File: src/hdl/wpe_pkg.sv
// Shared types, constants and the channel scaling function of the WS2812 slot encoder.
package wpe_pkg;

  localparam int unsigned LED_BITS    = 24;
  localparam int unsigned MAX_LEDS    = 256;
  localparam int unsigned CNT_W       = $clog2(MAX_LEDS + 1);
  localparam int unsigned SLOT_W      = $clog2(LED_BITS + 1);
  localparam int unsigned CODE_W      = 16;
  localparam int unsigned GAIN_W      = 9;
  localparam int unsigned CFG_IDX_W   = 4;
  localparam int unsigned QUEUE_DEPTH = 4;
  localparam int unsigned QPTR_W      = $clog2(QUEUE_DEPTH);
  localparam int unsigned QCNT_W      = $clog2(QUEUE_DEPTH + 1);

  // Register indexes of the configuration port
  localparam logic [CFG_IDX_W-1:0] REG_ONE_CODE   = CFG_IDX_W'(0);
  localparam logic [CFG_IDX_W-1:0] REG_ZERO_CODE  = CFG_IDX_W'(1);
  localparam logic [CFG_IDX_W-1:0] REG_RESET_CODE = CFG_IDX_W'(2);
  localparam logic [CFG_IDX_W-1:0] REG_BRIGHTNESS = CFG_IDX_W'(3);

  localparam logic [GAIN_W-1:0] GAIN_FULL = GAIN_W'(256);

  // One queued LED job: GRB bits MSB first, plus what it emits
  typedef struct packed {
    logic [LED_BITS-1:0] grb;
    logic                has_data;
    logic                has_reset;
  } wpe_cmd_t;

  typedef struct packed {
    logic [CODE_W-1:0] one_code;
    logic [CODE_W-1:0] zero_code;
    logic [CODE_W-1:0] reset_code;
  } wpe_codes_t;

  // (ch * gain) >> 8, saturated to 255
  function automatic logic [7:0] scale_chan(input logic [7:0] ch, input logic [GAIN_W-1:0] gain);
    logic [16:0] prod;
    logic [8:0]  shifted;
    prod    = 17'(ch) * 17'(gain);
    shifted = prod[16:8];
    return shifted[8] ? 8'hFF : shifted[7:0];
  endfunction

endpackage

File: src/hdl/ws2812_pwm_slot_encoder_top.sv
// Top level of the WS2812 GRB PWM slot encoder: config registers and the front/queue/back chain.
//
// Each input transfer carries one LED color (red, green, blue) and a frame-end flag on tlast.
// Every channel is scaled by the brightness register (unsigned Q1.8, 256 = full, larger
// values still apply and saturate at 255), then the LED is sent as 24 PWM compare values,
// green, red, blue, most significant bit first, each one_code or zero_code. A frame-end
// LED adds one trailing slot carrying reset_code with tuser set. tlast on the output marks
// the last slot caused by an input item. LEDs past the 256th of a frame are dropped; a
// dropped LED with frame end still yields its reset slot. The serializer emits one slot per
// cycle while the sink accepts; the front end accepts an LED per cycle while the four-entry
// job queue has room. The output register holds a slot steady while the sink stalls, and the
// serializer advances only when that register is empty or being taken. Write configuration
// only when the block is idle; registers hold until written and never read back.
module ws2812_pwm_slot_encoder_top (
  input  logic                           clk,
  input  logic                           rst_n,
  // LED input stream
  input  logic                           in_tvalid,
  output logic                           in_tready,
  input  logic [23:0]                    in_tdata,   // red[7:0], green[15:8], blue[23:16]
  input  logic                           in_tlast,   // frame_end
  // slot output stream
  output logic                           out_tvalid,
  input  logic                           out_tready,
  output logic [15:0]                    out_tdata,  // slot_value[15:0]
  output logic                           out_tuser,  // is_reset
  output logic                           out_tlast,  // run_end
  // configuration write port
  input  logic                           cfg_we,
  input  logic [wpe_pkg::CFG_IDX_W-1:0]  cfg_index,
  input  logic [wpe_pkg::CODE_W-1:0]     cfg_wdata
);
  import wpe_pkg::*;

  logic [CODE_W-1:0] one_code_r;
  logic [CODE_W-1:0] zero_code_r;
  logic [CODE_W-1:0] reset_code_r;
  logic [GAIN_W-1:0] brightness_r;
  wpe_codes_t        codes;

  // queue hookup between front and back
  logic              q_push;
  logic              q_pop;
  logic              q_full;
  logic              q_not_empty;
  wpe_cmd_t          q_wr_cmd;
  wpe_cmd_t          q_head;

  // Configuration registers; an index beyond the list is ignored
  always_ff @(posedge clk) begin
    if (!rst_n) begin
      one_code_r   <= '0;
      zero_code_r  <= '0;
      reset_code_r <= '0;
      brightness_r <= GAIN_FULL;
    end else if (cfg_we) begin
      unique case (cfg_index)
        REG_ONE_CODE:   one_code_r   <= cfg_wdata;
        REG_ZERO_CODE:  zero_code_r  <= cfg_wdata;
        REG_RESET_CODE: reset_code_r <= cfg_wdata;
        REG_BRIGHTNESS: brightness_r <= cfg_wdata[GAIN_W-1:0];
        default: ;
      endcase
    end
  end

  assign codes.one_code   = one_code_r;
  assign codes.zero_code  = zero_code_r;
  assign codes.reset_code = reset_code_r;

  // Front: accept, scale, count LEDs in the frame, drop what emits nothing
  wpe_front u_front (
    .clk        (clk),
    .rst_n      (rst_n),
    .in_tvalid  (in_tvalid),
    .in_tready  (in_tready),
    .in_tdata   (in_tdata),
    .in_tlast   (in_tlast),
    .brightness (brightness_r),
    .q_full     (q_full),
    .q_push     (q_push),
    .q_cmd      (q_wr_cmd)
  );

  // Hold jobs so either side can stall on its own
  wpe_queue u_queue (
    .clk       (clk),
    .rst_n     (rst_n),
    .push      (q_push),
    .push_cmd  (q_wr_cmd),
    .pop       (q_pop),
    .head      (q_head),
    .full      (q_full),
    .not_empty (q_not_empty)
  );

  // Back: one slot per transfer, reset slot last
  wpe_back u_back (
    .clk         (clk),
    .rst_n       (rst_n),
    .codes       (codes),
    .q_not_empty (q_not_empty),
    .q_head      (q_head),
    .q_pop       (q_pop),
    .out_tvalid  (out_tvalid),
    .out_tready  (out_tready),
    .out_tdata   (out_tdata),
    .out_tuser   (out_tuser),
    .out_tlast   (out_tlast)
  );

endmodule

File: src/hdl/wpe_front.sv
// Front end: accepts LED items, scales the channels and tracks the frame LED count.
module wpe_front (
  input  logic                        clk,
  input  logic                        rst_n,
  input  logic                        in_tvalid,
  output logic                        in_tready,
  input  logic [23:0]                 in_tdata,   // red[7:0], green[15:8], blue[23:16]
  input  logic                        in_tlast,   // frame_end
  input  logic [wpe_pkg::GAIN_W-1:0]  brightness,
  input  logic                        q_full,
  output logic                        q_push,
  output wpe_pkg::wpe_cmd_t           q_cmd
);
  import wpe_pkg::*;

  logic [CNT_W-1:0] leds_r;
  logic [CNT_W-1:0] leds_nxt;
  logic             accept;
  logic             room;
  logic [7:0]       red_s;
  logic [7:0]       green_s;
  logic [7:0]       blue_s;

  assign in_tready = !q_full;
  assign accept    = in_tvalid && in_tready;
  assign room      = leds_r < CNT_W'(MAX_LEDS);

  assign red_s   = scale_chan(in_tdata[7:0], brightness);
  assign green_s = scale_chan(in_tdata[15:8], brightness);
  assign blue_s  = scale_chan(in_tdata[23:16], brightness);

  assign q_cmd.grb       = {green_s, red_s, blue_s};
  assign q_cmd.has_data  = room;
  assign q_cmd.has_reset = in_tlast;
  // drop items that would emit nothing
  assign q_push          = accept && (room || in_tlast);

  always_comb begin
    leds_nxt = leds_r;
    if (accept) begin
      if (in_tlast) begin
        leds_nxt = '0;
      end else if (room) begin
        leds_nxt = leds_r + CNT_W'(1);
      end
    end
  end

  always_ff @(posedge clk) begin
    if (!rst_n) begin
      leds_r <= '0;
    end else begin
      leds_r <= leds_nxt;
    end
  end

endmodule

File: src/hdl/wpe_queue.sv
// Short job queue between the front end and the slot serializer.
module wpe_queue (
  input  logic              clk,
  input  logic              rst_n,
  input  logic              push,
  input  wpe_pkg::wpe_cmd_t push_cmd,
  input  logic              pop,
  output wpe_pkg::wpe_cmd_t head,
  output logic              full,
  output logic              not_empty
);
  import wpe_pkg::*;

  wpe_cmd_t           mem_r [QUEUE_DEPTH];
  logic [QPTR_W-1:0]  wr_ptr_r;
  logic [QPTR_W-1:0]  rd_ptr_r;
  logic [QCNT_W-1:0]  cnt_r;
  logic               do_push;
  logic               do_pop;

  assign full      = cnt_r == QCNT_W'(QUEUE_DEPTH);
  assign not_empty = cnt_r != '0;
  assign do_push   = push && !full;
  assign do_pop    = pop && not_empty;
  assign head      = mem_r[rd_ptr_r];

  always_ff @(posedge clk) begin
    if (do_push) begin
      mem_r[wr_ptr_r] <= push_cmd;
    end
  end

  always_ff @(posedge clk) begin
    if (!rst_n) begin
      wr_ptr_r <= '0;
      rd_ptr_r <= '0;
      cnt_r    <= '0;
    end else begin
      if (do_push) begin
        wr_ptr_r <= wr_ptr_r + QPTR_W'(1);
      end
      if (do_pop) begin
        rd_ptr_r <= rd_ptr_r + QPTR_W'(1);
      end
      unique case ({do_push, do_pop})
        2'b10:   cnt_r <= cnt_r + QCNT_W'(1);
        2'b01:   cnt_r <= cnt_r - QCNT_W'(1);
        default: cnt_r <= cnt_r;
      endcase
    end
  end

endmodule

File: src/hdl/wpe_back.sv
// Back end: serializes one queued job into bit slots and the reset slot.
module wpe_back (
  input  logic                        clk,
  input  logic                        rst_n,
  input  wpe_pkg::wpe_codes_t         codes,
  input  logic                        q_not_empty,
  input  wpe_pkg::wpe_cmd_t           q_head,
  output logic                        q_pop,
  output logic                        out_tvalid,
  input  logic                        out_tready,
  output logic [wpe_pkg::CODE_W-1:0]  out_tdata,  // slot_value
  output logic                        out_tuser,  // is_reset
  output logic                        out_tlast   // run_end
);
  import wpe_pkg::*;

  logic [LED_BITS-1:0] grb_r;
  logic [SLOT_W-1:0]   left_r;
  logic                rst_pend_r;
  logic                vld_r;
  logic [CODE_W-1:0]   val_r;
  logic                isr_r;
  logic                last_r;
  logic                active;
  logic                adv;
  logic                emit;
  logic                data_slot;
  logic                fin;

  assign active    = (left_r != '0) || rst_pend_r;
  assign adv       = !vld_r || out_tready;
  assign emit      = adv && active;
  assign data_slot = left_r != '0;
  assign fin       = emit && (data_slot ? (left_r == SLOT_W'(1) && !rst_pend_r) : 1'b1);
  // refill from the queue as the last slot of the current job leaves
  assign q_pop     = q_not_empty && (!active || fin);

  always_ff @(posedge clk) begin
    if (emit) begin
      if (data_slot) begin
        val_r  <= grb_r[LED_BITS-1] ? codes.one_code : codes.zero_code;
        isr_r  <= 1'b0;
        last_r <= (left_r == SLOT_W'(1)) && !rst_pend_r;
      end else begin
        val_r  <= codes.reset_code;
        isr_r  <= 1'b1;
        last_r <= 1'b1;
      end
    end
    if (q_pop) begin
      grb_r <= q_head.grb;
    end else if (emit && data_slot) begin
      grb_r <= {grb_r[LED_BITS-2:0], 1'b0};
    end
  end

  always_ff @(posedge clk) begin
    if (!rst_n) begin
      left_r     <= '0;
      rst_pend_r <= 1'b0;
      vld_r      <= 1'b0;
    end else begin
      if (adv) begin
        vld_r <= active;
      end
      if (q_pop) begin
        left_r     <= q_head.has_data ? SLOT_W'(LED_BITS) : '0;
        rst_pend_r <= q_head.has_reset;
      end else if (emit) begin
        if (data_slot) begin
          left_r <= left_r - SLOT_W'(1);
        end else begin
          rst_pend_r <= 1'b0;
        end
      end
    end
  end

  assign out_tvalid = vld_r;
  assign out_tdata  = val_r;
  assign out_tuser  = isr_r;
  assign out_tlast  = last_r;

endmodule

File: config.mk
export PLATFORM = sky130hd
export DESIGN_NAME = ws2812_pwm_slot_encoder_top
export DESIGN_NICKNAME = d
export VERILOG_FILES = /design/src/hdl/wpe_pkg.sv /design/src/hdl/ws2812_pwm_slot_encoder_top.sv /design/src/hdl/wpe_front.sv /design/src/hdl/wpe_queue.sv /design/src/hdl/wpe_back.sv
export SDC_FILE = /design/constraint.sdc
export NUM_CORES = 1
export LEC_CHECK = 0
export ABC_AREA = 1
export BUFFER_PORTS_ARGS = -buffer_cell sky130_fd_sc_hd__buf_2
export CAP_MARGIN = 20
export CORE_ASPECT_RATIO = 0.9
export CORE_UTILIZATION = 50
export CTS_CLUSTER_SIZE = 8
export DETAILED_ROUTE_END_ITERATION = 8
export PLACE_DENSITY = 0.67
export SLEW_MARGIN = 5
export SYNTH_ARGS = -nofsm -noshare
export SYNTH_HDL_FRONTEND = slang
export SYNTH_SLANG_ARGS = --single-unit
File: constraint.sdc
create_clock -name clk -period 5.68 [get_ports clk]
set_clock_uncertainty 0.15 [all_clocks]
set_input_delay 0.284 -clock clk [delete_from_list [all_inputs] [get_ports clk]]
set_output_delay 0.284 -clock clk [all_outputs]
set_load 0.01 [all_outputs]
Yosys cells after proc, flatten, opt, wreduce, memory -nomap -nowiden. Memory sizes are Yosys's and may differ from the RTL's. A register that Yosys moved wholly into a read port is not among the register bits. Index checks and enable logic that the tools add are counted.

Bits in writable memories: 104. Latch bits: 0. Memories kept: 1. Output and inout port bits: 20. Bits in registers: 122. ROM bits: 0. Input port bits: 50.

Memories: u_queue.mem_r (words 4, bits a word 26, rd ports 1, clocked after Yosys merged registers in 1, write ports 1, RTL line wpe_queue.sv:14) `wpe_cmd_t mem_r [QUEUE_DEPTH];`.

Reductions and logical operators: 32. Multiply operators: 3. Equal/unequal tests: 8. Divide/modulo/power cells: 0. Add/subtract/negate cells: 6. Magnitude comparators: 1. Shift operators: 0. Mux-type cells: 23. Bitwise gates (word level): 0.

Operators with widths (number): multiplier 8 x 9 -> 17 bit (3); two-way mux 24 bit (2); two-way mux 16 bit (2); two-way mux 8 bit (3); two-way mux 5 bit (4); two-way mux 9 bit (2); AND reduction 2 bit (7); nonzero test 2 bit (5); adder 9 x 1 -> 9 bit (second input constant) (1); logical AND 1 bit (9); less-than comparator 9 bit (second input constant) (1); == test 4 x 2 -> 1 bit (second input constant) (2); two-way mux 1 bit (7); one-hot mux 3 bit (2 select lines) (1); == test 5 x 1 -> 1 bit (second input constant) (1); nonzero test 5 bit (1); subtractor 5 x 1 -> 5 bit (second input constant) (1); adder 2 x 1 -> 2 bit (second input constant) (2); == test 4 x 1 -> 1 bit (second input constant) (1); logical NOT 1 bit (4); logical NOT 4 bit (1); logical OR 1 bit (4); two-way mux 2 bit (2); adder 3 x 1 -> 3 bit (second input constant) (1); other kinds (6) (6).

Logic depth before layout (Yosys ltp). Gate-level depths: netlist (run 1).

Depth in word-level cells: 9. Mapped depth: 23.

Modules after synthesis. A second synthesis (run 1) with hierarchy kept.

Cells, all modules: 2231. Area, all modules: 17461.7 µm².

By module, submodules not included: wpe_front (area an instance 7990.2 µm², times used 1, cells each 1220); wpe_queue (area an instance 4322.9 µm², times used 1, cells each 320); ws2812_pwm_slot_encoder_top (area an instance 2746.4 µm², times used 1, cells each 420); wpe_back (area an instance 2402.3 µm², times used 1, cells each 271).

Least setup slack after synthesis (run 1). No wires, ideal clock.

Path kind: reg-to-reg. Start: register brightness_r[0]. End: memory u_queue.mem_r[0][4] (netlist name), data pin. Period minus slack after synthesis: 4.659 ns. Data required time: 5.244 ns. Stages on the path, launching flop included: 17. Arrival: 4.223 ns. Buffers on the path: 2. Setup time: 0.286 ns. Slack: 1.021 ns. Cells stage by stage: dfxtp_1 -> clkbuf_1 -> clkbuf_1 -> nand2_1 -> fa_1 -> fa_1 -> inv_1 -> fa_1 -> fa_1 -> ha_1 -> a21o_1 -> nor2_1 -> nand2_1 -> nand2_1 -> nand3_1 -> nand2_2 -> o21ai_0.

RTL lines: start: declaration (RTL line ws2812_pwm_slot_encoder_top.sv:38) `logic [GAIN_W-1:0] brightness_r;`; start signal: assignment (RTL line ws2812_pwm_slot_encoder_top.sv:61) `REG_BRIGHTNESS: brightness_r <= cfg_wdata[GAIN_W-1:0];`; end: declaration (RTL line wpe_queue.sv:14).

==> out/results.txt, run 1 <==
Clock Root Buffer - clkbuf_16
Largest family of logic cells by synthesized area - adder cells
Pin count of the biggest net entering global routing - 67
Hold Fails Final Rpt - 0
# resized after CTS - 0
Dpl cell area - 17200 um^2
Status - finished, final reports clean
Area leader, netlist - edfxtp_1
Fmax - 202 MHz
Finished Layout Cells - 2521
PwrDens - 319 nW/um^2
Dominant cells by area after synthesis - edfxtp_1, fa_1, nand2_1
Max Cap Viol - 0
Top_reg_cell synth - edfxtp_1
Initial antenna violation count - 1
Area Growth Syn to Fin - 11.5%
CP Capture Type - flip-flop
Syn avg cell area - 8.17 um^2
Final ANT Viol Nets - 0
Detail Placement HPWL - 26700 um
Die area - 33900 um^2
Gpl congestion - 0.935
Post-layout util - 57.2%
Simple-gate share of the synthesized area - 18.1%
DR vias/cell - 5.08
CTS Buf Count - 35
WS Path Type - reg -> reg
Number of remaining DRC errors - 0
XOR/XNOR Fraction of Synth Area - 0.581%
R2R depth - 19
GRT Util Overall - 22.7%
Sequential-to-total area share from yosys stat - 36.4%
Top Ports - 70
Total gr overflow - 0
Peak VDD IR - 0.334 mV
Worst hold margin - 0.0476 ns
Vias in the first global route - 12.8k
Max transition margin - 29.3%
Number of fill cells in the layout - 2926
CTS sink cnt - 228
1st-pass router iterations - 5
Fin crit share - 87.2%
Final-stage net count - 2367
WP data required - 5.73 ns
Commonest non-fill, non-tap cell in the layout - nand2_1
Least-Margin Pin Slew - 1.06 ns
Synth Area in Adders - 23.3%
Most frequent cells in the layout - nand2_1, inv_1, o21ai_0
Synthesis Warnings - 0
First-pass GRT wire length - 63000 um
Crit start category - flip-flop
CORE AREA - 32300 um^2
Share of cells above drive strength 1 - 7.51%
H-tree Lvls - 2
Die Y - 175 um
RSZ-0062 raised after global routing - no
DR vias - 12.8k
Fin. max-slew vios - 0
Critical path peak fanout - 13
Min Tclk post-route - 4.95 ns
Min-Delay Path Class - in -> reg
FP Rows - 62
FF+latch count, synth - 228
Synth Area in Compound Gates - 9.60%
Iter 0 DRT Violations - 960
Design area - 18500 um^2
Post-Route WL - 37100 um
I/O Buffers - 69
Post-synthesis mux area share - 0%
TritonCTS clock tree - done
Clk_lat worst skew - 0.52 ns
Dpl cells - 2443
Clock slew at reported path FFs - 0.05 ns
Data arrival, critical path - 5.00 ns
Distinct cell type count after synthesis - 39
FFs w/ async S/R, synth - 0%
Starting Density - 51.3%
Avg WL per Cell - 14.7 um
Die width - 194 um
Hold-critical path depth - 4
Clock Path Buffers - 3
Setup tns final - 0 ns
Yosys top cell area share - 26.5%
Synth Instances - 2029
Synth Cell Area - 16600 um^2
Leakage - 9.73 nW
Syn nets - 2313
Final setup violation count - 0
Post-synth EDFFs - 146
==> flip-flops by register name (all words and copies together), names as in the netlist, named ones only <==
signal	flops
u_queue.wr_ptr_r	2
u_back.rst_pend_r	1
u_back.left_r	5
u_back.out_tlast	1
zero_code_r	16
one_code_r	16
u_queue.mem_r	104
u_front.leds_r	9
reset_code_r	16
brightness_r	9
u_queue.cnt_r	3
u_back.out_tdata	16
u_back.out_tvalid	1
u_back.grb_r	24
u_back.out_tuser	1
u_queue.rd_ptr_r	2
==> final cells by class <==
| cell class | count | area, um^2 | share of cell area [%] |
|---|---|---|---|
| Multi-Input combinational cell | 1281 | 8560 | 46.4 |
| Sequential cell | 228 | 6030 | 32.6 |
| Inverter | 428 | 1610 | 8.70 |
| Clock buffer | 52 | 940 | 5.09 |
| Timing Repair Buffer | 109 | 693 | 3.75 |
| Tap cell | 416 | 520 | 2.82 |
| Clock inverter | 6 | 120 | 0.650 |
| Antenna cell | 1 | 2.50 | 0.0135 |
==> cell usage after synthesis, types with 2 or more instances <==
library cell / count
or2_2: 3
xnor2_1: 6
nand2_1: 469
clkbuf_1: 73
nand3b_1: 2
nand2_4: 2
xor2_1: 5
o21bai_1: 6
dfxtp_1: 82
nor2_1: 150
inv_2: 3
nand4_1: 11
clkinv_1: 2
nand3_2: 4
a21oi_4: 2
a21oi_1: 94
inv_1: 423
fa_1: 124
buf_4: 5
edfxtp_1: 146
nand2_2: 5
a21o_1: 5
nand3_1: 67
o21ai_0: 162
nor3_1: 18
and2_1: 3
buf_2: 12
ha_1: 110
o22ai_1: 25
==> stage by stage <==
step                setup WS (ns)  total power, W
detailed placement          0.754         0.00396
global placement            0.825         0.00392
finish                      0.730         0.00590
CTS                         0.717         0.00595
global route                0.389         0.00626
floorplan                    1.02         0.00352
==> logic make-up after synthesis <==
| logic type | count (synthesis) |
|---|---|
| DFF | 228 |
| AOI/OAI and AO/OA | 299 |
| and+or+nand+nor | 737 |
| buffers and inverters | 520 |
| adders and majority gates | 234 |
| xor gates and xnor gates | 11 |
==> critical path, cell delays in order, from the launching register on <==
cell and delay [ns]:
dfxtp_1 0.69, buf_4 0.31, nand2_1 0.08, inv_1 0.07, fa_1 0.44, fa_1 0.46, fa_1 0.48, inv_1 0.05
fa_1 0.47, inv_1 0.04, ha_1 0.37, nand2_1 0.11, nor2_1 0.15, inv_1 0.08, nor3_1 0.13, nand2_1 0.09
nand2_1 0.06, nand2_1 0.05, nand2_2 0.15, nand3_1 0.19
==> repair_timing <==
action                     in CTS  in global routing
setup buffers                   0                  0
setup endpoints to repair       0                  0
hold endpoints to repair       55                  0
hold buffers                   19                  0
==> final timing paths <==
path                   startpoint                   end  slack [ns]
setup / recovery  brightness_r[2]  u_queue.mem_r[2][23]        0.73
hold / removal       cfg_index[2]       brightness_r[8]        0.05
setup reg to reg  brightness_r[2]  u_queue.mem_r[2][23]        0.73
hold reg to reg    zero_code_r[8]        zero_code_r[8]        0.29
==> metal layers <==
metal	GRT usage (%)	vias to the layer above	part of all wire, %	routed length (um)
li1	-	6423	-	-
met1	32.5	6057	48	17900
met2	37.2	284	45	16800
met3	2.90	39	5.0	1860
met4	4.56	0	1.4	522
met5	0	-	0	0
==> where the power goes <==
group / switching [W] / leakage, nW / internal (W) / total (W)
sequential: 0.000129 / 2.05 / 0.00221 / 0.00234
combinational: 0.00110 / 7.18 / 0.000496 / 0.00160
clock: 0.000720 / 0.506 / 0.00124 / 0.00196
(Power assumes the default switching activity.)
==> run 2, diff against run 1 <==
--- a/config.mk
+++ b/config.mk
@@ -5,14 +5,13 @@
 export SDC_FILE = /design/constraint.sdc
 export NUM_CORES = 1
 export LEC_CHECK = 0
-export ABC_AREA = 1
 export BUFFER_PORTS_ARGS = -buffer_cell sky130_fd_sc_hd__buf_2
 export CAP_MARGIN = 20
 export CORE_ASPECT_RATIO = 0.9
 export CORE_UTILIZATION = 50
 export CTS_CLUSTER_SIZE = 8
 export DETAILED_ROUTE_END_ITERATION = 8
-export PLACE_DENSITY = 0.67
+export PLACE_DENSITY = 0.69
 export SLEW_MARGIN = 5
 export SYNTH_ARGS = -nofsm -noshare
 export SYNTH_HDL_FRONTEND = slang
==> constraint.sdc (replaced) <==
create_clock -name clk -period 4 [get_ports clk]
set_clock_uncertainty 0.15 [all_clocks]
set_input_delay 0.2 -clock clk [delete_from_list [all_inputs] [get_ports clk]]
set_output_delay 0.2 -clock clk [all_outputs]
set_load 0.01 [all_outputs]
==> out/results.txt, run 2 <==
FFs w/ async S/R, synth - 0% (unchanged)
Synth Area in Adders - 24.5% (was 23.3%)
Simple-gate share of the synthesized area - 15.6% (was 18.1%)
Share of cells above drive strength 1 - 24.8% (was 7.51%)
Sequential-to-total area share from yosys stat - 38.2% (was 36.4%)
Most common cell in the synthesized netlist - and2_1 (was nand2_1)
Max transition margin - 27.2% (was 29.3%)
Iter 0 DRT Violations - 534 (was 960)
Final ANT Viol Nets - 0 (unchanged)
Hold-critical path depth - 5 (was 4)
Fin. max-slew vios - 0 (unchanged)
Tot Pwr - 0.00829 W (was 0.00590 W)
Least-Margin Pin Slew - 1.09 ns (was 1.06 ns)
Slowest stage delay, CP - 0.58 ns (was 0.69 ns)
Vias in the first global route - 11.3k (was 12.8k)
PwrDens - 429 nW/um^2 (was 319 nW/um^2)
Leakage - 8.45 nW (was 9.73 nW)
XOR/XNOR Fraction of Synth Area - 1.78% (was 0.581%)
Min-Delay Path Class - in -> reg (unchanged)
CP Capture Type - flip-flop (unchanged)
Area leader, netlist - edfxtp_1 (unchanged)
Critical path peak fanout - 7 (was 13)
Max reg flops - 104 (unchanged)
Status - finished with violations (was finished, final reports clean)
Setup ws final - -0.639 ns (was 0.730 ns)
DR vias/cell - 5.23 (was 5.08)
Critical Path, Cell by Cell - and2_4, fa_1, fa_1, fa_1, inv_1, fa_1, inv_2, ha_4, and4_1, and2_1, o21a_1, o21a_1, o311ai_4, buf_6, o31ai_4 (was buf_4, nand2_1, inv_1, fa_1, fa_1, fa_1, inv_1, fa_1, inv_1, ha_1, nand2_1, nor2_1, inv_1, nor3_1, nand2_1, nand2_1, nand2_1, nand2_2, nand3_1)
WP data required - 4.06 ns (was 5.73 ns)
Most flops, register - u_queue.mem_r (unchanged)
H-tree Lvls - 2 (unchanged)
Post-synth EDFFs - 146 (unchanged)
Initial antenna violation count - 0 (was 1)
Syn nets - 1694 (was 2313)
WS Path Type - reg -> reg (unchanged)
Starting Density - 50.9% (was 51.3%)
Number of fill cells in the layout - 2491 (was 2926)
Crit start category - flip-flop (unchanged)
Clk_lat worst skew - 0.51 ns (was 0.52 ns)
Register area - 6050 um^2 (was 6030 um^2)
Avg WL per Cell - 16.7 um (was 14.7 um)
Fmax - 216 MHz (was 202 MHz)
Most frequent cells in the layout - and2_1, nand2_1, edfxtp_1 (was nand2_1, inv_1, o21ai_0)
Area Growth Syn to Fin - 22.5% (was 11.5%)
Peak VDD IR - 0.348 mV (was 0.334 mV)
Worst path most repeated cell - fa_1 (was nand2_1)
Number of remaining DRC errors - 0 (unchanged)
Synth Area in Compound Gates - 7.60% (was 9.60%)
Clock slew at reported path FFs - 0.05 ns (about the same)
CORE AREA - 31000 um^2 (was 32300 um^2)
First-pass GRT wire length - 57000 um (was 63000 um)
Distinct cell type count after synthesis - 64 (was 39)
Data arrival, critical path - 4.70 ns (was 5.00 ns)
Fin crit share - 116% (was 87.2%)
RSZ-0062 raised after global routing - yes (was no)
Commonest non-fill, non-tap cell in the layout - and2_1 (was nand2_1)
Dominant cells by area after synthesis - edfxtp_1, fa_1, dfxtp_1 (was edfxtp_1, fa_1, nand2_1)
Total gr overflow - 0 (unchanged)
Synth Instances - 1410 (was 2029)
Gpl congestion - 0.847 (was 0.935)
Detail Placement HPWL - 24400 um (was 26700 um)
Post-synthesis mux area share - 7.40% (was 0%)
Largest family of logic cells by synthesized area - adder cells (unchanged)
Largest regs - u_queue.mem_r x104, u_back.grb_r x24 (unchanged)
Pin count of the biggest net entering global routing - 52 (was 67)
CTS Buf Count - 34 (was 35)
Inserted Diodes - 0 (was 1)
Top_reg_cell synth - edfxtp_1 (unchanged)
Critical path's slowest cell - fa_1 (was dfxtp_1)
I/O Buffers - 69 (unchanged)
Die width - 189 um (was 194 um)
Post-Route WL - 34200 um (was 37100 um)
Clock Path Buffers - 3 (unchanged)
Syn avg cell area - 11.2 um^2 (was 8.17 um^2)
Yosys top cell area share - 27.8% (was 26.5%)
Final-stage net count - 1904 (was 2367)
1st-pass router iterations - 5 (unchanged)
Synth Cell Area - 15800 um^2 (was 16600 um^2)
Area of the multi-input gates - 9510 um^2 (was 8560 um^2)
GRT Util Overall - 22.1% (was 22.7%)
Failing checks - negative setup slack
Die area - 32200 um^2 (was 33900 um^2)
R2R depth - 15 (was 19)
DR vias - 10.7k (was 12.8k)
FP Rows - 61 (was 62)
Dpl ws - -0.751 ns (was 0.754 ns)
Synthesis Warnings - 0 (unchanged)
Max Cap Viol - 0 (unchanged)
Final setup violation count - 96 (was 0)
Die Y - 170 um (was 175 um)
Min Tclk post-route - 4.64 ns (was 4.95 ns)
TritonCTS clock tree - done (unchanged)
FF+latch count, synth - 228 (unchanged)
Post-synth top cells - and2_1, nand2_1, edfxtp_1, inv_1, fa_1 (was nand2_1, inv_1, o21ai_0, nor2_1, edfxtp_1)
Top Ports - 70 (unchanged)
Hold Fails Final Rpt - 0 (unchanged)
CTS sink cnt - 228 (unchanged)
Clock Root Buffer - clkbuf_16 (unchanged)
## run 2: worst paths after layout
| check | from | endpoint | slack [ns] |
|---|---|---|---|
| setup / recovery | brightness_r[4] | u_queue.mem_r[1][9] | -0.64 |
| hold / removal | in_tvalid | u_front.leds_r[8] | 0.03 |
| setup reg to reg | brightness_r[4] | u_queue.mem_r[1][9] | -0.64 |
| hold reg to reg | reset_code_r[9] | reset_code_r[9] | 0.30 |
## run 2: logic make-up (layout without fill, tap and decap cells)
group | after synthesis | after routing
fa+ha+maj | 234 | 234
flops | 228 | 228
buf+inv | 194 | 422
xor+xnor | 32 | 32
mux | 74 | 74
compound gates | 176 | 176
simple gates | 472 | 472
## run 2: final cells by class
class / count / area share (%)
multi-input combinational: 988 / 49.3
sequential: 228 / 31.3
timing repair buffer: 227 / 8.88
clock buffer: 51 / 4.79
inverter: 141 / 2.77
tap: 409 / 2.65
clock inverter: 3 / 0.324
## run 2: power by group
group          internal (W)  switching, W  total [W]  leakage [nW]
Clock               0.00160       0.00100    0.00260         0.470
Combinational       0.00109       0.00117    0.00226          5.95
Sequential          0.00315      0.000282    0.00343          2.04
## run 2: repair_timing
item	CTS	global route
gates cloned	1	0
gates resized for setup	68	29
setup endpoints to repair	96	96
endpoints found under the hold margin	63	0
hold buffers	19	0
pin swaps	30	19
setup buffers	12	5
## run 2: per-layer routing
metal	GRT usage, %	part of all wire [%]	up-vias
met5	0	0	-
met4	4.77	1.3	0
met3	3.61	4.2	41
met2	36.2	47	189
met1	31.1	47	5290
li1	-	-	5176
## run 2: stage by stage
stage                     utilization (%)  std cells  hold WS [ns]  area [um^2]  setup TNS [ns]
after floorplan                         -       1410         0.149        16000          -40.23
after global placement               56.7       1956         0.294        17600          -55.66
after detailed placement             56.7       1956         0.297        17600          -62.62
after CTS                            61.7       2042        0.0230        19100          -48.70
after global routing                 62.3       2047        0.0726        19300          -69.16
final                                62.3       2047        0.0303        19300          -53.44
## run 2: critical path: cells and delay by family (launching register included)
family                     cells  cell delay [ns]
DFF                            1             0.37
and+or+nand+nor                3             0.47
adders and majority gates      5             2.24
AOI/OAI and AO/OA              4             0.78
buffers and inverters          3             0.33
